### src/mf_pkg.sv
// shared types and constants for the edge-aware 3x3 median filter
// used by every module of the block except mf_ram; no dependencies
package mf_pkg;

	localparam int MAX_LINE = 1024;
	localparam int LINE_AW  = $clog2(MAX_LINE);
	localparam int PIX_W    = 8;
	localparam int WIDTH_W  = 11;
	localparam int HEIGHT_W = 16;
	localparam int ROW_W    = HEIGHT_W + 1;
	localparam int WIN_N    = 9;
	localparam int RANK_W   = 4;

	localparam int CMDQ_DEPTH = 4;
	localparam int CMDQ_AW    = $clog2(CMDQ_DEPTH);
	localparam int RESQ_DEPTH = 8;
	localparam int RESQ_AW    = $clog2(RESQ_DEPTH);

	localparam int CFG_AW   = 3;
	localparam int CFG_DW   = 32;

	localparam logic [WIDTH_W-1:0]  WIDTH_RESET  = WIDTH_W'(640);
	localparam logic [HEIGHT_W-1:0] HEIGHT_RESET = HEIGHT_W'(480);
	localparam logic [WIDTH_W-1:0]  LINE_MAX     = WIDTH_W'(MAX_LINE);
	localparam logic [PIX_W-1:0]    PIX_MAX      = '1;

	typedef enum logic {
		REG_WIDTH  = 1'b0,
		REG_HEIGHT = 1'b1
	} reg_idx_t;

	typedef enum logic {
		MODE_PIXEL = 1'b0,
		MODE_FLUSH = 1'b1
	} mode_t;

	// one slot of work for the back part
	typedef struct packed {
		logic [LINE_AW-1:0] x;
		logic [PIX_W-1:0]   bot;
		logic               emit;
		logic               last;
		logic               top_ok;
		logic               bot_ok;
		logic               left_ok;
		logic               right_ok;
	} cmd_t;

	typedef struct packed {
		logic [PIX_W-1:0] median;
		logic             last;
	} res_t;

endpackage

### src/mf_resq.sv
// result queue that faces the receiver; space is reserved by the back part
// depends on mf_pkg
module mf_resq import mf_pkg::*; (
	input  logic             clk,
	input  logic             arst_n,
	input  logic             wr,
	input  res_t             wdata,
	input  logic             rd,
	output logic             empty,
	output res_t             rdata,
	output logic [RESQ_AW:0] count
);

	res_t               mem_q [RESQ_DEPTH];
	logic [RESQ_AW-1:0] head_q;
	logic [RESQ_AW-1:0] tail_q;
	logic [RESQ_AW:0]   count_q;
	logic               rd_ok;

	assign empty = (count_q == '0);
	assign rdata = mem_q[head_q];
	assign count = count_q;
	assign rd_ok = rd && !empty;

	always_ff @(posedge clk) begin
		if (wr) begin
			mem_q[tail_q] <= wdata;
		end
	end

	always_ff @(posedge clk or negedge arst_n) begin
		if (!arst_n) begin
			head_q  <= '0;
			tail_q  <= '0;
			count_q <= '0;
		end else begin
			if (wr) begin
				tail_q <= tail_q + 1'b1;
			end
			if (rd_ok) begin
				head_q <= head_q + 1'b1;
			end
			count_q <= count_q + (RESQ_AW+1)'(wr) - (RESQ_AW+1)'(rd_ok);
		end
	end

endmodule

### config.mk
export PLATFORM = sky130hd
export DESIGN_NAME = mf_resq
export DESIGN_NICKNAME = d
export VERILOG_FILES = /design/src/mf_pkg.sv /design/src/mf_resq.sv
export SDC_FILE = /design/constraint.sdc
export NUM_CORES = 1
export LEC_CHECK = 0
export BUFFER_PORTS_ARGS = -buffer_cell sky130_fd_sc_hd__buf_2
export CAP_MARGIN = 10
export CORE_ASPECT_RATIO = 0.9
export CORE_MARGIN = 4
export CORE_UTILIZATION = 55
export CTS_BUF_LIST = sky130_fd_sc_hd__clkbuf_4 sky130_fd_sc_hd__clkbuf_8
export DETAILED_ROUTE_END_ITERATION = 12
export PLACE_DENSITY_LB_ADDON = 0.25
export SLEW_MARGIN = 15
export SYNTH_ARGS = -nofsm -noshare
export SYNTH_HDL_FRONTEND = slang
export SYNTH_SLANG_ARGS = --single-unit
### constraint.sdc
create_clock -name clk -period 2.6 [get_ports clk]
set_clock_uncertainty 0.2 [all_clocks]
set_input_delay 0.52 -clock clk [delete_from_list [all_inputs] [get_ports clk]]
set_output_delay 0.52 -clock clk [all_outputs]
set_load 0.05 [all_outputs]
==> results_dict.tcl <==
set metrics [dict create \
    synthCells 157 \
    numClockSinks 82 \
    ys_seq_area_share_pct 72.3 \
    r2r_start "count[2]$_DFF_PN0_" \
    cap_violations 0 \
    p_int_uw 3190 \
    crit_buf_inv 2 \
    areaGrowthSynthToFinish_pct 18.6 \
    std_cell_rows 26 \
    synth_seq_cells 82 \
    cts_buffers 9 \
    synth_edf_count 72 \
    die-height_microns 81.9 \
    crit_family "multiplexers" \
    synth_area_sq_um 3340 \
    postLayoutCellArea_sq_um 3960 \
    setup.worst_path.start "head_q[0]$_DFFE_PN0P_" \
    switching_power_uw 1930 \
    place_area_sq_um 3660 \
    grtUsageTotal_pct 17.8 \
    min_period_ns 2.68 \
    hold_end "mem_q[2][7]$_DFFE_PP_" \
    firstDrtPassIters 4 \
    fin_nets 226 \
    yosysWarnings 0 \
    crit_arrival_ns 1.96 \
    hold_viol 0 \
    initial_core_util_pct 57.6 \
    r2r-end "count[3]$_DFF_PN0_" \
    r2r_cells 11 \
    crit_chain "buf_16 > mux4_2 > mux2_4 > buf_8" \
    most-common-layout-cells "edfxtp_1, mux4_2, buf_2" \
    tightest_slew_ns 0.737 \
    synth.area.top_cells "edfxtp_1, dfrtp_1, mux4_1" \
    portBuffers 26 \
    worstHoldStart "wdata[7]" \
    path_clk_slew_ns 0.09 \
    cts_buffer_depth 2 \
    cts-root-buf "clkbuf_8" \
    fin_util_pct 68.3 \
    first_iter_violations 63 \
    cp-start-kind "flip-flop" \
    io_pins 27 \
    design_power_total_uw 5110 \
    fillers 373 \
    die_area_sq_um 7380 \
    path_max_fanout 9 \
    setup_ws_ns -0.0763 \
    htreeDepth 3 \
    core_region_area_sq_um 5790 \
    synthDistinctLibCells 22 \
    viasPerCell 5.58 \
    synth.top_cell.area_share_pct 64.8 \
    finalWirelength_microns 6020 \
    whs_ns 0.230 \
    cts_tree "done" \
    hold_class "in2reg" \
    p_leak_uw 0.00145 \
    antenna_found_initial 0 \
    grt_pass1_wl_microns 9210 \
    power.share.switching_pct 37.7 \
    rsz0062_at_grt "true" \
    grt_pass1_vias 1678 \
    avgSynthCellArea_sq_um 21.3 \
    slowest_delay_ns 0.51 \
    period_share_pct 103 \
    yosysTopAreaCell "edfxtp_1" \
    final_common_cell "edfxtp_1" \
    place.gp.congestion 0.797 \
    ys.flop_type "edfxtp_1" \
    drc 0 \
    critical_path_class "reg2out" \
    grt_overflow_total 0 \
    power_frac_comb_pct 46.4 \
    setup_violations 9 \
    slew_headroom_pct 50.9 \
    pwr_density_cell_nw_per_um2 1290 \
    holdPathStages 1 \
    slowest_stage "mux4_2" \
    clock_latency_ns 0.35 \
    outcome "complete, but fails checks" \
    crit_required_ns 1.88 \
    vias 1562 \
    diodes 0 \
    pwr-share-clk_pct 16.8 \
    end_kind "output pin" \
    drive_gt1_share_pct 46.7 \
    hpwl_microns 3960 \
    failed_checks "negative setup slack" \
    peakVddDrop_uv 563 \
    wl_per_cell_microns 21.5 \
    drv_slew 0 \
    r2r_slack_ns 0.22 \
    die_width_microns 90.1 \
    syn_nets 178 \
    timing.fmax_mhz 374 \
    p_seq_share_pct 36.8 \
    grt_max_degree 20 \
    synth-async-reset-ratio_pct 12.2 \
    drtAntennaViolNets 0 \
]
power groups by stage:
stage               combinational (uW)  clock [uW]  sequential, uW
global placement                  1950           0            1870
finish                            2370         859            1880
global route                      2520         950            1910
detailed placement                2050           0            1890
CTS                               2280         885            1870
floorplan                         1540           0            1920
cell families (layout without fill, tap and decap cells):
family	after synthesis	count (layout)	share of synthesized area, %
AO/OA/AOI/OAI	2	2	0.375
XOR/XNOR	6	6	1.57
adder cells (fa/ha/maj)	8	8	3.22
buffers and inverters	12	65	2.14
flip-flops	82	82	72.3
multiplexers	29	29	17.9
AND/OR/NAND/NOR	18	18	2.51
layout make-up:
class / count / area, sq um / share of cell area [%]
well taps: 70 / 87.6 / 2.21
multi-input cells: 63 / 868 / 21.9
flip-flops and latches: 82 / 2420 / 61.1
inverters: 7 / 26.3 / 0.664
repair buffers: 42 / 370 / 9.36
clock buffers: 9 / 124 / 3.13
clock inverters: 7 / 63.8 / 1.61
per-stage QoR:
step / cells / setup slack, ns / TNS (ns)
2_1_floorplan: 157 / -0.183 / -0.494
3_3_place_gp: 260 / 0.207 / 0
3_5_place_dp: 260 / 0.168 / 0
4_1_cts: 279 / -0.172 / -1.13
5_1_grt: 280 / -0.158 / -1.33
6_report: 280 / -0.0763 / -0.597
state kept, by name, summed over array words and instances (netlist names):
signal / count
count: 4
head_q: 3
mem_q: 72
tail_q: 3
repair_timing:
action,4_1_cts,5_1_grt
endpoints found under the setup margin,9,9
gates cloned,1,1
resized for setup,18,14
hold buffers,1,0
buffers inserted,1,0
endpoints found under the hold margin,10,0
pin swaps,0,0
how the worst max path moves through the flow:
stage / to / slack [ns] / cells after the start
2_1_floorplan: count[2]$_DFF_PN0_ / -0.18 / 10
3_3_place_gp: rdata[8] / 0.21 / 4
3_5_place_dp: rdata[0] / 0.17 / 4
4_1_cts: rdata[0] / -0.17 / 4
5_1_grt: rdata[5] / -0.16 / 4
6_report: rdata[1] / -0.08 / 4
metal layers:
layer	global-route usage, %	wire, microns	up-vias	part of all wire (%)
met4	5.50	95	0	1.6
met2	31.3	3140	53	52
li1	-	-	716	-
met5	0	0	-	0
met1	20.5	2270	781	38
met3	7.14	515	12	8.6
cells in the mapped netlist, types with 4 or more instances:
cell      instances
xor2_1            4
dfrtp_1          10
nand2_1           4
mux4_2            9
inv_1             7
nand2b_1          4
mux2_4            9
edfxtp_1         72
mux4_1            9
nor2_1            7
ha_1              7
Note: power is estimated with default switching activity, not from simulation.
