$ cat src/mf_pkg.sv
// shared types and constants for the edge-aware 3x3 median filter
// used by every module of the block except mf_ram; no dependencies
package mf_pkg;

	localparam int MAX_LINE = 1024;
	localparam int LINE_AW  = $clog2(MAX_LINE);
	localparam int PIX_W    = 8;
	localparam int WIDTH_W  = 11;
	localparam int HEIGHT_W = 16;
	localparam int ROW_W    = HEIGHT_W + 1;
	localparam int WIN_N    = 9;
	localparam int RANK_W   = 4;

	localparam int CMDQ_DEPTH = 4;
	localparam int CMDQ_AW    = $clog2(CMDQ_DEPTH);
	localparam int RESQ_DEPTH = 8;
	localparam int RESQ_AW    = $clog2(RESQ_DEPTH);

	localparam int CFG_AW   = 3;
	localparam int CFG_DW   = 32;

	localparam logic [WIDTH_W-1:0]  WIDTH_RESET  = WIDTH_W'(640);
	localparam logic [HEIGHT_W-1:0] HEIGHT_RESET = HEIGHT_W'(480);
	localparam logic [WIDTH_W-1:0]  LINE_MAX     = WIDTH_W'(MAX_LINE);
	localparam logic [PIX_W-1:0]    PIX_MAX      = '1;

	typedef enum logic {
		REG_WIDTH  = 1'b0,
		REG_HEIGHT = 1'b1
	} reg_idx_t;

	typedef enum logic {
		MODE_PIXEL = 1'b0,
		MODE_FLUSH = 1'b1
	} mode_t;

	// one slot of work for the back part
	typedef struct packed {
		logic [LINE_AW-1:0] x;
		logic [PIX_W-1:0]   bot;
		logic               emit;
		logic               last;
		logic               top_ok;
		logic               bot_ok;
		logic               left_ok;
		logic               right_ok;
	} cmd_t;

	typedef struct packed {
		logic [PIX_W-1:0] median;
		logic             last;
	} res_t;

endpackage

$ cat src/mf_cmdq.sv
// small command queue between the front and back parts
// depends on mf_pkg
module mf_cmdq import mf_pkg::*; (
	input  logic clk,
	input  logic arst_n,
	input  logic wr,
	input  cmd_t wdata,
	output logic full,
	input  logic rd,
	output logic valid,
	output cmd_t rdata
);

	cmd_t               mem_q [CMDQ_DEPTH];
	logic [CMDQ_AW-1:0] head_q;
	logic [CMDQ_AW-1:0] tail_q;
	logic [CMDQ_AW:0]   count_q;

	assign full  = (count_q == (CMDQ_AW+1)'(CMDQ_DEPTH));
	assign valid = (count_q != '0);
	assign rdata = mem_q[head_q];

	always_ff @(posedge clk) begin
		if (wr) begin
			mem_q[tail_q] <= wdata;
		end
	end

	always_ff @(posedge clk or negedge arst_n) begin
		if (!arst_n) begin
			head_q  <= '0;
			tail_q  <= '0;
			count_q <= '0;
		end else begin
			if (wr) begin
				tail_q <= tail_q + 1'b1;
			end
			if (rd) begin
				head_q <= head_q + 1'b1;
			end
			count_q <= count_q + (CMDQ_AW+1)'(wr) - (CMDQ_AW+1)'(rd);
		end
	end

endmodule

$ cat config.mk
export PLATFORM = sky130hd
export DESIGN_NAME = mf_cmdq
export DESIGN_NICKNAME = d
export VERILOG_FILES = /design/src/mf_pkg.sv /design/src/mf_cmdq.sv
export SDC_FILE = /design/constraint.sdc
export NUM_CORES = 1
export LEC_CHECK = 0
export ABC_AREA = 1
export BUFFER_PORTS_ARGS = -buffer_cell sky130_fd_sc_hd__buf_2
export CAP_MARGIN = 0
export CORE_MARGIN = 2
export CORE_UTILIZATION = 50
export CTS_CLUSTER_DIAMETER = 30
export DETAILED_ROUTE_END_ITERATION = 10
export PLACE_DENSITY = 0.84
export SETUP_SLACK_MARGIN = 0.5
export SKIP_LAST_GASP = 1
export SYNTH_ARGS = -nofsm -noshare
export SYNTH_HDL_FRONTEND = slang
export SYNTH_SLANG_ARGS = --single-unit
$ cat constraint.sdc
create_clock -name clk -period 1.5 [get_ports clk]
set_input_delay 0.075 -clock clk [delete_from_list [all_inputs] [get_ports clk]]
set_output_delay 0.075 -clock clk [all_outputs]
set_load 0.02 [all_outputs]
==> flow_summary.html <==
<table>
<tr><th>Metric</th><th>Value</th></tr>
<tr><th colspan="2">Outcome</th></tr>
<tr><td>Status</td><td>finished, violations left</td></tr>
<tr><td>Failing checks</td><td>negative setup slack</td></tr>
<tr><th colspan="2">GRT</th></tr>
<tr><td>Number of global-route vias before repair</td><td>around 3200</td></tr>
<tr><td>GR Overflow Total</td><td>0</td></tr>
<tr><td>Pin count of the biggest net entering global routing</td><td>35</td></tr>
<tr><td>Wire length of the first global-routing pass</td><td>15600 um</td></tr>
<tr><td>Total routing resource utilization after global routing</td><td>about a fifth</td></tr>
<tr><td>Antenna violations before repair</td><td>0</td></tr>
<tr><th colspan="2">Detailed routing</th></tr>
<tr><td>DRC violations left</td><td>0</td></tr>
<tr><td>Iteration-0 DRC Markers</td><td>~180</td></tr>
<tr><td>Final routed wire length divided by cell count</td><td>around 18 um</td></tr>
<tr><td>Highest layer used for signal routing</td><td>met4</td></tr>
<tr><td>Met2 WL post-DR</td><td>about 6300 um</td></tr>
<tr><td>Via total after detailed routing</td><td>approximately 3300</td></tr>
<tr><td>M1 WL</td><td>between 4000 and 5000 um</td></tr>
<tr><td>Met3 wire length</td><td>795 um</td></tr>
<tr><td>Number of nets still failing antenna checks after routing</td><td>0</td></tr>
<tr><td>Detailed Routing Iterations Pass 1</td><td>6</td></tr>
<tr><td>Vias/cell</td><td>slightly above 5</td></tr>
<tr><td>Wire length after detailed routing</td><td>approximately 12000 um</td></tr>
<tr><th colspan="2">Setup path</th></tr>
<tr><td>CP Buf/Inv Count</td><td>3</td></tr>
<tr><td>Category of the worst setup path capture point</td><td>output pin</td></tr>
<tr><td>Type of origin of the critical path</td><td>flop</td></tr>
<tr><td>Register-to-register setup slack</td><td>-100 ps</td></tr>
<tr><td>CP peak stage delay</td><td>between 400 and 500 ps</td></tr>
<tr><td>Critical Path Fanout Max</td><td>14</td></tr>
<tr><td>CP top delay family</td><td>flip-flops</td></tr>
<tr><td>Critical Path AT</td><td>approximately 1600 ps</td></tr>
<tr><td>Library cell contributing the largest single delay on the critical path</td><td>sky130_fd_sc_hd__dfrtp_2</td></tr>
<tr><td>Crit Reg-Reg Endpoint</td><td>count_q[2]</td></tr>
<tr><td>Cells traversed along the worst timing path</td><td>inv_8, buf_12, nand2_1, nand3_1, nand2_2, buf_2</td></tr>
<tr><td>Worst path required time</td><td>~1400 ps</td></tr>
<tr><td>R2R Path Start</td><td>count_q[0]</td></tr>
<tr><td>Length in cells of the worst reg-to-reg path</td><td>9</td></tr>
<tr><td>Path type of the worst setup path</td><td>reg -&gt; out</td></tr>
<tr><th colspan="2">STA</th></tr>
<tr><td>Setup TNS</td><td>-1440 ps</td></tr>
<tr><td>Highest attainable clock frequency</td><td>between 600 and 700 MHz</td></tr>
<tr><td>Finish-stage setup viols</td><td>28</td></tr>
<tr><td>Unrepaired setup endpoints after global routing</td><td>true</td></tr>
<tr><td>Final critical-path share of the clock period</td><td>110%</td></tr>
<tr><td>Shortest period the worst path allows</td><td>1640 ps</td></tr>
<tr><td>Slew at the pin with the worst max-slew slack</td><td>362 ps</td></tr>
<tr><td>Number of hold violations in the final report</td><td>0</td></tr>
<tr><td>Max Clock Skew</td><td>7.36 ps</td></tr>
<tr><td>Final Worst Setup Slack</td><td>-144 ps</td></tr>
<tr><td>Number of pins with negative max-slew slack in the final report</td><td>0</td></tr>
<tr><td>Slew Limit Headroom</td><td>roughly three quarters</td></tr>
<tr><th colspan="2">Clock network</th></tr>
<tr><td>Clock root buffer master</td><td>sky130_fd_sc_hd__clkbuf_8</td></tr>
<tr><td>Buffers from clock root to sink, at most</td><td>2</td></tr>
<tr><td>Clock sink count</td><td>around 100</td></tr>
<tr><td>Clock network latency to the later pin of the worst-skew pair</td><td>370 ps</td></tr>
<tr><td>Deepest level of the CTS H-tree</td><td>3</td></tr>
<tr><td>CTS tree</td><td>built</td></tr>
<tr><td>Reg clk slew, reported paths</td><td>around 100 ps</td></tr>
<tr><td>Number of buffers inserted during clock tree synthesis</td><td>9</td></tr>
<tr><th colspan="2">Layout</th></tr>
<tr><td>Number of nets in the layout</td><td>577</td></tr>
<tr><td>Antenna diode count</td><td>0</td></tr>
<tr><td>Signed area change from the synthesized netlist to the final layout</td><td>43.1%</td></tr>
<tr><td>Layout cells sized above 1</td><td>36.0%</td></tr>
<tr><th colspan="2">Floorplan</th></tr>
<tr><td>IO Pins</td><td>54</td></tr>
<tr><td>Starting Density</td><td>51.2%</td></tr>
<tr><td>Number of placement rows</td><td>34</td></tr>
<tr><td>Width of the chip</td><td>98.3 um</td></tr>
<tr><td>Die area</td><td>between 0.009 and 0.01 sq mm</td></tr>
<tr><td>Die Y</td><td>between 90 and 100 um</td></tr>
<tr><td>Core area</td><td>approximately 0.0087 sq mm</td></tr>
<tr><th colspan="2">Logic synthesis</th></tr>
<tr><td>Flop and latch count out of synthesis</td><td>slightly above 100</td></tr>
<tr><td>Share of flip-flops with an asynchronous set or reset</td><td>approximately 6.8%</td></tr>
<tr><td>Number of enable flip-flop cells after synthesis</td><td>between 90 and 100</td></tr>
<tr><td>Portion of the post-synthesis area used by sequential elements</td><td>a little under 70%</td></tr>
<tr><td>Post-synth top cells</td><td>sky130_fd_sc_hd__nand2_1, sky130_fd_sc_hd__inv_1, sky130_fd_sc_hd__edfxtp_1</td></tr>
<tr><td>Number of distinct library cells after synthesis</td><td>14</td></tr>
<tr><td>Area leader, netlist</td><td>sky130_fd_sc_hd__edfxtp_1</td></tr>
<tr><td>Post-synth design cell area</td><td>0.00445 sq mm</td></tr>
<tr><td>Synthesized instance count</td><td>between 400 and 500</td></tr>
<tr><td>Primary FF master, synth</td><td>sky130_fd_sc_hd__edfxtp_1</td></tr>
<tr><td>Syn_nets</td><td>about 460</td></tr>
<tr><td>Top post-synthesis cells by area</td><td>sky130_fd_sc_hd__edfxtp_1, sky130_fd_sc_hd__nand2_1, sky130_fd_sc_hd__inv_1, sky130_fd_sc_hd__nand3_1, sky130_fd_sc_hd__dfrtp_1</td></tr>
<tr><td>Most numerous cell in the Yosys netlist</td><td>sky130_fd_sc_hd__nand2_1</td></tr>
<tr><td>Number of warning messages in the yosys log</td><td>0</td></tr>
<tr><td>Post-synthesis area per instance</td><td>10.5 sq um</td></tr>
<tr><td>Area share of the leading cell type in the synthesized netlist</td><td>between 60 and 70%</td></tr>
<tr><th colspan="2">Power</th></tr>
<tr><td>Leakage power of the design</td><td>2.93 nW</td></tr>
<tr><td>PnR Total Power</td><td>about 13 mW</td></tr>
<tr><td>Total power divided by cell area</td><td>1970 mW/mm^2</td></tr>
<tr><td>IR drop worst, VDD</td><td>1.26 mV</td></tr>
<tr><th colspan="2">Hold path</th></tr>
<tr><td>Worst hold path class</td><td>in -&gt; async</td></tr>
<tr><th colspan="2">Job</th></tr>
<tr><td>Count of maximum capacitance violations</td><td>0</td></tr>
<tr><th colspan="2">Place</th></tr>
<tr><td>Number of buffers inserted by port buffering</td><td>53</td></tr>
<tr><td>GPL Wtd Cong</td><td>about 0.76</td></tr>
<tr><td>DP Wirelength</td><td>~5400 um</td></tr>
</table>
layout make-up:
cell class              instances  area (sq um)
inverters                     110           438
fillers                       509          2320
flip-flops and latches        103          3060
clock buffers                   9           124
clock inverters                 7          71.3
repair buffers                125          1310
well taps                     108           135
multi-input cells             193          1230
metal layers:
metal,global-route usage (%),up-vias
met5,0,-
met4,8.96,0
met3,4.72,26
met2,38.3,157
met1,23.9,1599
li1,-,1553
placed cells by master, fill, tap and decap left out:
| cell | count |
|---|---|
| sky130_fd_sc_hd__buf_12 | 10 |
| sky130_fd_sc_hd__buf_16 | 5 |
| sky130_fd_sc_hd__buf_2 | 42 |
| sky130_fd_sc_hd__buf_4 | 9 |
| sky130_fd_sc_hd__buf_6 | 27 |
| sky130_fd_sc_hd__buf_8 | 1 |
| sky130_fd_sc_hd__bufinv_16 | 1 |
| sky130_fd_sc_hd__clkbuf_16 | 4 |
| sky130_fd_sc_hd__clkbuf_8 | 9 |
| sky130_fd_sc_hd__clkinv_1 | 1 |
| sky130_fd_sc_hd__clkinv_2 | 1 |
| sky130_fd_sc_hd__clkinvlp_4 | 6 |
| sky130_fd_sc_hd__dfrtp_1 | 6 |
| sky130_fd_sc_hd__dfrtp_2 | 1 |
| sky130_fd_sc_hd__dlygate4sd3_1 | 27 |
| sky130_fd_sc_hd__edfxtp_1 | 96 |
| sky130_fd_sc_hd__fa_2 | 1 |
| sky130_fd_sc_hd__ha_4 | 6 |
| sky130_fd_sc_hd__inv_1 | 99 |
| sky130_fd_sc_hd__inv_2 | 5 |
| sky130_fd_sc_hd__inv_4 | 1 |
| sky130_fd_sc_hd__inv_6 | 2 |
| sky130_fd_sc_hd__inv_8 | 1 |
| sky130_fd_sc_hd__nand2_1 | 83 |
| sky130_fd_sc_hd__nand2_2 | 33 |
| sky130_fd_sc_hd__nand2_4 | 15 |
| sky130_fd_sc_hd__nand3_1 | 34 |
| sky130_fd_sc_hd__nand3_2 | 16 |
| sky130_fd_sc_hd__nor3_1 | 1 |
| sky130_fd_sc_hd__o21ai_2 | 1 |
| sky130_fd_sc_hd__xor2_1 | 3 |
per-stage QoR:
| stage | hold WS [ps] | std cells | worst slack [ps] | util [%] | area, sq um |
|---|---|---|---|---|---|
| final | 62.7 | 655 | -144 | 73.3 | 6360 |
| after global routing | 60.9 | 655 | -205 | 73.3 | 6360 |
| after CTS | 53.5 | 646 | -104 | 68.6 | 5950 |
| after detailed placement | -80.5 | 581 | -132 | 58.3 | 5060 |
| after global placement | -86.6 | 581 | -8.11 | 58.3 | 5060 |
| after floorplan | -221 | 423 | 20.0 | - | 4560 |
worst max-delay path by stage:
stage,cells past startpoint,start,slack [ps],endpoint
after CTS,9,count_q[0],-100,count_q[2]
after floorplan,9,count_q[0],20,count_q[2]
final,6,head_q[0],-140,rdata[18]
after global placement,9,count_q[0],-8,count_q[2]
after detailed placement,9,count_q[0],-130,count_q[2]
after global routing,6,head_q[0],-210,rdata[18]
cell families after synthesis:
logic type	synth area share (%)
AND/OR/NAND/NOR	16.8
XOR/XNOR	0.591
buffers and inverters	11.6
AO/OA/AOI/OAI	0.112
adder cells (fa/ha/maj)	2.14
flip-flops	68.8
power breakdown:
part	switching [mW]	internal, mW	leakage, nW	total, mW
logic	3.83	2.95	1.87	6.78
registers	0.239	3.78	0.963	4.02
clock network	0.971	0.775	0.0937	1.75
total	5.04	7.51	2.93	12.6
state kept, by name, indices dropped and copies added, names as in the netlist:
name	flops
count_q	3
head_q	2
tail_q	2
mem_q	96
timing repair:
| action | 4_1_cts | 5_1_grt |
|---|---|---|
| endpoints found under the hold margin | 104 | 0 |
| pin swaps | 5 | 5 |
| gates cloned | 6 | 5 |
| setup endpoints to repair | 126 | 127 |
| resized for setup | 40 | 74 |
| buffers inserted | 16 | 4 |
| hold buffers | 27 | 0 |
No activity file was read; power rests on OpenSTA's default activity.
