===== config.mk =====
export PLATFORM = sky130hd
export DESIGN_NAME = mf_front
export DESIGN_NICKNAME = d
export VERILOG_FILES = /design/src/mf_pkg.sv /design/src/mf_front.sv
export SDC_FILE = /design/constraint.sdc
export NUM_CORES = 1
export LEC_CHECK = 0
export BUFFER_PORTS_ARGS = -buffer_cell sky130_fd_sc_hd__buf_2
export CORE_MARGIN = 3
export CORE_UTILIZATION = 40
export CTS_CLUSTER_SIZE = 8
export DETAILED_ROUTE_END_ITERATION = 10
export GPL_ROUTABILITY_DRIVEN = 0
export REMOVE_ABC_BUFFERS = 1
export SYNTH_ARGS = -nofsm -noshare
export SYNTH_HDL_FRONTEND = slang
export SYNTH_SLANG_ARGS = --single-unit
export TNS_END_PERCENT = 5

===== constraint.sdc =====
create_clock -name clk -period 11.2 [get_ports clk]
set_input_delay 1.68 -clock clk [delete_from_list [all_inputs] [get_ports clk]]
set_output_delay 1.68 -clock clk [all_outputs]
set_load 0.01 [all_outputs]

===== src/mf_pkg.sv =====
// shared types and constants for the edge-aware 3x3 median filter
// used by every module of the block except mf_ram; no dependencies
package mf_pkg;

	localparam int MAX_LINE = 1024;
	localparam int LINE_AW  = $clog2(MAX_LINE);
	localparam int PIX_W    = 8;
	localparam int WIDTH_W  = 11;
	localparam int HEIGHT_W = 16;
	localparam int ROW_W    = HEIGHT_W + 1;
	localparam int WIN_N    = 9;
	localparam int RANK_W   = 4;

	localparam int CMDQ_DEPTH = 4;
	localparam int CMDQ_AW    = $clog2(CMDQ_DEPTH);
	localparam int RESQ_DEPTH = 8;
	localparam int RESQ_AW    = $clog2(RESQ_DEPTH);

	localparam int CFG_AW   = 3;
	localparam int CFG_DW   = 32;

	localparam logic [WIDTH_W-1:0]  WIDTH_RESET  = WIDTH_W'(640);
	localparam logic [HEIGHT_W-1:0] HEIGHT_RESET = HEIGHT_W'(480);
	localparam logic [WIDTH_W-1:0]  LINE_MAX     = WIDTH_W'(MAX_LINE);
	localparam logic [PIX_W-1:0]    PIX_MAX      = '1;

	typedef enum logic {
		REG_WIDTH  = 1'b0,
		REG_HEIGHT = 1'b1
	} reg_idx_t;

	typedef enum logic {
		MODE_PIXEL = 1'b0,
		MODE_FLUSH = 1'b1
	} mode_t;

	// one slot of work for the back part
	typedef struct packed {
		logic [LINE_AW-1:0] x;
		logic [PIX_W-1:0]   bot;
		logic               emit;
		logic               last;
		logic               top_ok;
		logic               bot_ok;
		logic               left_ok;
		logic               right_ok;
	} cmd_t;

	typedef struct packed {
		logic [PIX_W-1:0] median;
		logic             last;
	} res_t;

endpackage


===== src/mf_front.sv =====
// front part: tracks the raster position, drops stray flushes and tags each
// slot with its border flags; depends on mf_pkg
module mf_front import mf_pkg::*; (
	input  logic                clk,
	input  logic                arst_n,
	input  logic [WIDTH_W-1:0]  line_len,
	input  logic [HEIGHT_W-1:0] frame_lines,
	input  logic                push,
	input  logic                q_full,
	input  logic                mode,
	input  logic [PIX_W-1:0]    pixel_in,
	output logic                q_wr,
	output cmd_t                q_data
);

	logic [LINE_AW-1:0]  col_q;
	logic [ROW_W-1:0]    row_q;
	logic [WIDTH_W-1:0]  w_eff;
	logic [HEIGHT_W-1:0] h_eff;
	logic [ROW_W-1:0]    h_ext;
	logic [ROW_W-1:0]    h_plus1;
	logic [LINE_AW-1:0]  col_w;
	logic [ROW_W-1:0]    row_w;
	logic [LINE_AW-1:0]  col_p;
	logic [ROW_W-1:0]    row_p;
	logic [WIDTH_W-1:0]  col_inc;
	logic                is_pixel;
	logic                ignore;
	logic                last;
	logic                accept;
	logic                col_nz;

	always_comb begin
		w_eff = line_len;
		if (line_len < WIDTH_W'(2)) begin
			w_eff = WIDTH_W'(2);
		end else if (line_len > LINE_MAX) begin
			w_eff = LINE_MAX;
		end
		h_eff = (frame_lines < HEIGHT_W'(2)) ? HEIGHT_W'(2) : frame_lines;
		h_ext   = ROW_W'(h_eff);
		h_plus1 = h_ext + 1'b1;

		// a column left past the line end by a width change starts the next row
		if (WIDTH_W'(col_q) >= w_eff) begin
			col_w = '0;
			row_w = row_q + 1'b1;
		end else begin
			col_w = col_q;
			row_w = row_q;
		end
		// past the frame's last slot: start over
		if (row_w > h_plus1 || (row_w == h_plus1 && col_w != '0)) begin
			col_p = '0;
			row_p = '0;
		end else begin
			col_p = col_w;
			row_p = row_w;
		end

		col_nz   = (col_p != '0);
		is_pixel = (row_p < h_ext);
		ignore   = is_pixel && (mode == MODE_FLUSH);
		last     = (row_p == h_plus1) && !col_nz;
		accept   = push && !q_full;
		col_inc  = WIDTH_W'(col_p) + 1'b1;

		q_wr            = accept && !ignore;
		q_data.x        = col_p;
		q_data.bot      = is_pixel ? pixel_in : '0;
		q_data.emit     = (row_p >= ROW_W'(2)) || (row_p == ROW_W'(1) && col_nz);
		q_data.last     = last;
		q_data.top_ok   = col_nz ? (row_p >= ROW_W'(2)) : (row_p >= ROW_W'(3));
		q_data.bot_ok   = col_nz ? (row_p < h_ext) : (row_p < h_plus1);
		q_data.left_ok  = !col_nz || (col_p >= LINE_AW'(2));
		q_data.right_ok = col_nz;
	end

	always_ff @(posedge clk or negedge arst_n) begin
		if (!arst_n) begin
			col_q <= '0;
			row_q <= '0;
		end else if (accept) begin
			if (ignore) begin
				col_q <= col_p;
				row_q <= row_p;
			end else if (last) begin
				col_q <= '0;
				row_q <= '0;
			end else if (col_inc >= w_eff) begin
				col_q <= '0;
				row_q <= row_p + 1'b1;
			end else begin
				col_q <= col_inc[LINE_AW-1:0];
				row_q <= row_p;
			end
		end
	end

endmodule


==> results of run 1 <==
[cells by family after synthesis]
logic type,share of synthesized area
muxes,0.00214
and+or+nand+nor,0.294
adders and majority gates,0.211
buffers and inverters,0.0537
AOI/OAI and AO/OA,0.194
xor gates and xnor gates,0.101
DFF,0.144
[worst max path at each step]
stage,slack (ns),endpoint,cells past startpoint,from
floorplan,1.35,q_wr,27,line_len[6]
global placement,0.68,q_data[2],31,line_len[2]
detailed placement,0.51,q_data[2],31,line_len[2]
CTS,0.47,q_data[2],31,line_len[2]
global route,0.11,q_data[2],31,line_len[2]
finish,0.68,q_data[2],31,line_len[2]
[cell type report]
type	count	area, µm²	area share
clock buffer	3	75.1	0.0143
inverter	39	149	0.0285
sequential	27	676	0.129
tap	140	175	0.0335
clock inverter	1	7.51	0.00143
multi-input combinational	518	3770	0.720
timing repair buffer	72	380	0.0727
[metal layers]
metal	share of wire	up-vias	GRT usage
met5	0	-	0
met4	0.0099	0	0.0467
met3	0.051	9	0.0153
met2	0.47	141	0.349
met1	0.47	2144	0.298
li1	-	2297	-
[cell usage in the layout, fill, tap and decap left out, drive strengths merged, types with 4 or more instances in the layout]
master,count
xnor2,40
dfrtp,27
nor3,19
and3,13
nand2,71
nand3,25
a21oi,32
nand2b,4
and2,11
nand4,19
o211ai,5
nor2,50
xor2,10
nor4,24
buf,72
a211oi,4
o21ai,34
a21o,13
inv,37
o21a,9
ha,79
a22o,8
o31ai,5
nor2b,12
[state kept, by name, summed over array words and instances, names as in the netlist]
name	flops
col_q	10
row_q	17
[metrics by stage]
| step | cell area [µm²] | hold slack [ns] | worst slack, ns | power (mW) |
|---|---|---|---|---|
| 2_1_floorplan | 4580 | 0.488 | 1.35 | 0.352 |
| 3_3_place_gp | 5140 | 0.507 | 0.682 | 0.452 |
| 3_5_place_dp | 5140 | 0.527 | 0.508 | 0.459 |
| 4_1_cts | 5220 | 0.543 | 0.474 | 0.548 |
| 5_1_grt | 5230 | 0.560 | 0.108 | 0.599 |
| 6_report | 5230 | 0.544 | 0.678 | 0.548 |
[power by group]
part | switching, mW | internal [mW]
registers | 0.0261 | 0.111
clock network | 0.0386 | 0.0488
logic | 0.195 | 0.129
[what timing repair did]
item,CTS,global route
buffers inserted,0,0
gates resized for setup,0,3
endpoints found under the setup margin,0,8
[worst max-delay path: cells and delay by family]
kind	cells	cell delay [ns]
and+or+nand+nor	9	2.38
AOI/OAI and AO/OA	15	3.18
buffers and inverters	3	0.42
xor gates and xnor gates	1	0.20
adders and majority gates	3	1.00
==> flow_metrics.py, run 1 <==
metrics = {
    "grt": {
        "grt_pass1_vias": 4424,
        "grt_antenna_before_repair": 0,
        "grt_pass1_wl_um": 22400,
        "grt_max_degree": 28,
        "grt_usage": 0.210,
        "overflow": 0,
    },
    "synthesis": {
        "synth_top_area_share": 0.211,
        "ys.flop_type": "dfrtp_1",
        "synth_edf_count": 0,
        "ys_async_sr_fraction": 1.00,
        "syn_area_per_cell_um2": 7.77,
        "yosysSeqAreaShare": 0.144,
        "netlist-cell-type-count": 63,
        "synthTopCellsByCount": "79 x ha_1, 71 x nand2_1, 48 x nor2_1",
        "yosys_warnings": 0,
        "synth_most_common_cell": "ha_1",
        "yosysTopAreaCell": "ha_1",
        "synth_area_leaders": "ha_1 21%, dfrtp_1 14%, xnor2_1 7.3%",
        "syn_area_um2": 4680,
        "synthCells": 603,
        "ys_ff_latch": 27,
    },
    "setup_path": {
        "worst_path_max_delay_cell": "or4_1",
        "startpoint_type": "input port",
        "reg2reg_depth": 32,
        "critPathKind": "input port to output port",
        "cp_data_arrival_time_ns": 8.84,
        "slowest_delay_ns": 0.74,
        "end_kind": "output port",
        "reg2reg_from": "col_q[0]",
        "reg2reg_to": "row_q[15]",
        "required_ns": 9.52,
        "cpMostUsedCell": "o21a_1",
        "r2r_slack_ns": 3.05,
        "critPathMaxFanout": 18,
    },
    "floorplanning": {
        "dieArea_um2": 13000,
        "die_w_um": 114,
        "start_util": 0.421,
        "ios": 65,
        "std_cell_rows": 38,
        "fp.dieH_um": 114,
        "core_area_um2": 11100,
    },
    "clocking": {
        "cts_sinks": 27,
        "htreeDepth": 1,
        "cts.clk_slew.worst_paths_ns": 0.07,
        "cts.root.buffer_cell": "clkbuf_16",
        "clockBufferDepth": 2,
        "cts_buffers": 3,
        "tritoncts": "built",
        "clk_latency_ns": 0.28,
        "cts_hold_buf": 0,
    },
    "placed_design": {
        "placedCellCount": 796,
        "port_buffers": 64,
        "place_hpwl_um": 11300,
    },
    "timing": {
        "rsz0062_at_grt": "no",
        "max_freq_mhz": 95.0,
        "setup_viol_count_final": 0,
        "hold_violations": 0,
        "worstMarginPinSlew_ns": 0.738,
        "final.setup.tns_ns": 0,
        "slew_viol_final": 0,
        "finalCritPeriodShare": 0.939,
        "slew_headroom": 0.506,
        "final.min_clock_period_ns": 10.52,
        "skew_ns": 0.0104,
    },
    "routing": {
        "drtPass1Iterations": 5,
        "vias": 4591,
        "drt_iter0_markers": 328,
        "routed_wl_um": 13400,
        "drc_errors": 0,
        "drt-vias-per-instance": 5.74,
        "avgRoutedWirePerCell_um": 16.8,
        "drtAntennaViolNets": 0,
    },
    "cells_and_area": {
        "diodes": 0,
        "instances_no_fill": 800,
        "fin_util": 0.470,
        "drive_gt1_frac": 0.159,
        "layout.nets": 780,
        "syn2layout_area_growth_pct": 11.7,
        "fillers": 1156,
    },
    "pwr": {
        "leakagePower_nw": 2.48,
        "p_per_area_nw_per_um2": 105,
        "ir_drop_v": 0.0000713,
    },
    "hold_path": {
        "hp-start": "row_q[7]",
        "hold_depth": 2,
        "hold_path_class": "register to register",
        "holdPathEnd": "row_q[7]",
    },
    "flow_run": {
        "cap_violations": 0,
    },
    "run_status": {
        "status": "finished clean",
    },
}
No activity file was read; power rests on OpenSTA's default activity.
==> run 2, diff against run 1 <==
==> constraint.sdc (replaced) <==
create_clock -name clk -period 11.2 [get_ports clk]
set_input_delay 2.8 -clock clk [delete_from_list [all_inputs] [get_ports clk]]
set_output_delay 2.8 -clock clk [all_outputs]
set_load 0.01 [all_outputs]
==> run 2 against run 1 <==
Effect of this change: the flow now finishes with violations (negative setup slack); first-iteration DRC count grew 7.0%; combinational power grew 29%; non-clock buffer count increased by 103; count of clock-buffer cells in the layout unchanged; core utilization rose by 9.8 points; via count up 11%; maximum frequency down 7.8%; critical path type unchanged.
==> flow_metrics.py, run 2 (synthesis results as in run 1) <==
metrics = {
    "run_status": {
        "status": "complete, but fails checks",
        "violations": "negative setup slack",
    },
    "setup_path": {
        "cpMostUsedCell": "buf_4",
        "reg2reg_depth": 39,
        "slowest_delay_ns": 0.32,
        "end_kind": "output port",
        "critPathLaunch": "line_len[8]",
        "startpoint_type": "input port",
        "worst_path_max_delay_cell": "xnor2_1",
        "cp_data_arrival_time_ns": 8.61,
        "critPathKind": "input port to output port",
        "reg2reg_from": "col_q[0]",
        "critPathMaxFanout": 6,
        "required_ns": 8.40,
    },
    "pwr": {
        "ir_drop_v": 0.0000704,
        "power_switching_mw": 0.291,
        "power_switching_share": 0.452,
        "p_int_mw": 0.352,
        "p_per_area_nw_per_um2": 102,
        "leakagePower_nw": 3.06,
        "clkPwrFrac": 0.136,
        "seqPwrFrac": 0.216,
        "power_frac_comb": 0.649,
    },
    "placed_design": {
        "dpl_cell_area_um2": 5830,
        "port_buffers": 64,
        "place_hpwl_um": 12900,
    },
    "timing": {
        "setup_viol_count_final": 10,
        "max_freq_mhz": 87.7,
        "slew_viol_final": 0,
        "worst_slack_ns": -0.209,
        "finalCritPeriodShare": 1.02,
        "hold_violations": 0,
        "worstMarginPinSlew_ns": 0.741,
        "skew_ns": 0.00791,
        "slew_headroom": 0.504,
        "rsz0062_at_grt": "yes",
        "final.min_clock_period_ns": 11.41,
    },
    "clocking": {
        "cts.clk_slew.worst_paths_ns": 0.07,
        "cts_hold_buf": 0,
        "clk_latency_ns": 0.27,
        "htreeDepth": 1,
        "cts_buffers": 3,
        "cts_sinks": 27,
        "clockBufferDepth": 2,
        "tritoncts": "built",
        "cts.root.buffer_cell": "clkbuf_16",
    },
    "routing": {
        "avgRoutedWirePerCell_um": 17.1,
        "vias": 5086,
        "drtPass1Iterations": 6,
        "routed_wl_um": 15500,
        "drt-vias-per-instance": 5.63,
        "drt_iter0_markers": 351,
        "drtAntennaViolNets": 0,
        "drc_errors": 0,
    },
    "cells_and_area": {
        "regMostFlops": "row_q",
        "final_common_cell": "buf_4",
        "layout.nets": 883,
        "diodes": 0,
        "fillers": 1052,
        "largest_reg_flops": 17,
        "final_cell_mix": "106 x buf_4, 71 x ha_1, 65 x nand2_1",
        "reg_top3": "row_q (17), col_q (10)",
        "fin_area_um2": 6320,
        "drive_gt1_frac": 0.333,
        "syn2layout_area_growth_pct": 35.0,
        "fin_util": 0.568,
    },
    "grt": {
        "grt_pass1_vias": 5019,
        "grt_max_degree": 28,
        "grt_usage": 0.234,
        "overflow": 0,
        "grt_antenna_before_repair": 0,
        "grt_pass1_wl_um": 24700,
    },
    "floorplanning": {
        "std_cell_rows": 38,
        "start_util": 0.421,
        "fp.dieH_um": 114,
        "core_area_um2": 11100,
        "ios": 65,
        "dieArea_um2": 13000,
        "die_w_um": 114,
    },
    "flow_run": {
        "cap_violations": 0,
    },
    "hold_path": {
        "hold_depth": 2,
        "hp-start": "row_q[14]",
        "hold_path_class": "register to register",
    },
}
## run 2: timing repair
item,4_1_cts,5_1_grt
endpoints found under the setup margin,12,14
resized for setup,31,36
pin swaps,8,16
setup buffers,2,8
## run 2: worst max-delay path, delay by kind of cell
kind,cells,cell delay [ns]
AOI/OAI and AO/OA,14,2.25
and+or+nand+nor,8,1.31
buffers and inverters,8,1.07
adders and majority gates,3,0.86
xor gates and xnor gates,1,0.32
## run 2: layout make-up
class | instances | area, µm² | area share
repair buffers | 175 | 1170 | 0.185
clock inverters | 1 | 5.00 | 0.000792
inverters | 39 | 149 | 0.0236
flip-flops and latches | 27 | 676 | 0.107
clock buffers | 3 | 75.1 | 0.0119
multi-input cells | 518 | 4070 | 0.644
well taps | 140 | 175 | 0.0277
## run 2: worst paths after layout
path / to / slack (ns)
hold / removal: row_q[14] / 0.56
hold reg to reg: row_q[14] / 0.56
setup / recovery: q_data[2] / -0.21
setup reg to reg: row_q[4] / 3.46
max in group asynchronous: row_q[14] / 8.20
min in group asynchronous: col_q[8] / 2.56
## run 2: through the flow
step | power, mW | std cells | setup WS (ns) | TNS, ns | hold WS, ns
after floorplan | 0.352 | 584 | -0.891 | -6.01 | 0.488
after global placement | 0.508 | 889 | -0.258 | -2.27 | 0.511
after detailed placement | 0.521 | 889 | -0.419 | -3.71 | 0.541
after CTS | 0.617 | 895 | -0.127 | -1.03 | 0.559
after global routing | 0.697 | 903 | -0.475 | -4.75 | 0.571
final | 0.643 | 903 | -0.209 | -1.62 | 0.565
## run 2: power groups by stage
stage | sequential, mW | clock (mW) | combinational, mW
2_1_floorplan | 0.130 | 0 | 0.221
3_3_place_gp | 0.138 | 0 | 0.370
3_5_place_dp | 0.139 | 0 | 0.383
4_1_cts | 0.137 | 0.0871 | 0.393
5_1_grt | 0.141 | 0.0922 | 0.463
6_report | 0.139 | 0.0871 | 0.417
## run 2: metal layers
metal	part of all wire	global-route usage	vias up
li1	-	-	2516
met1	0.46	0.314	2375
met2	0.47	0.408	169
met3	0.052	0.0222	26
met4	0.020	0.0515	0
met5	0	0	-
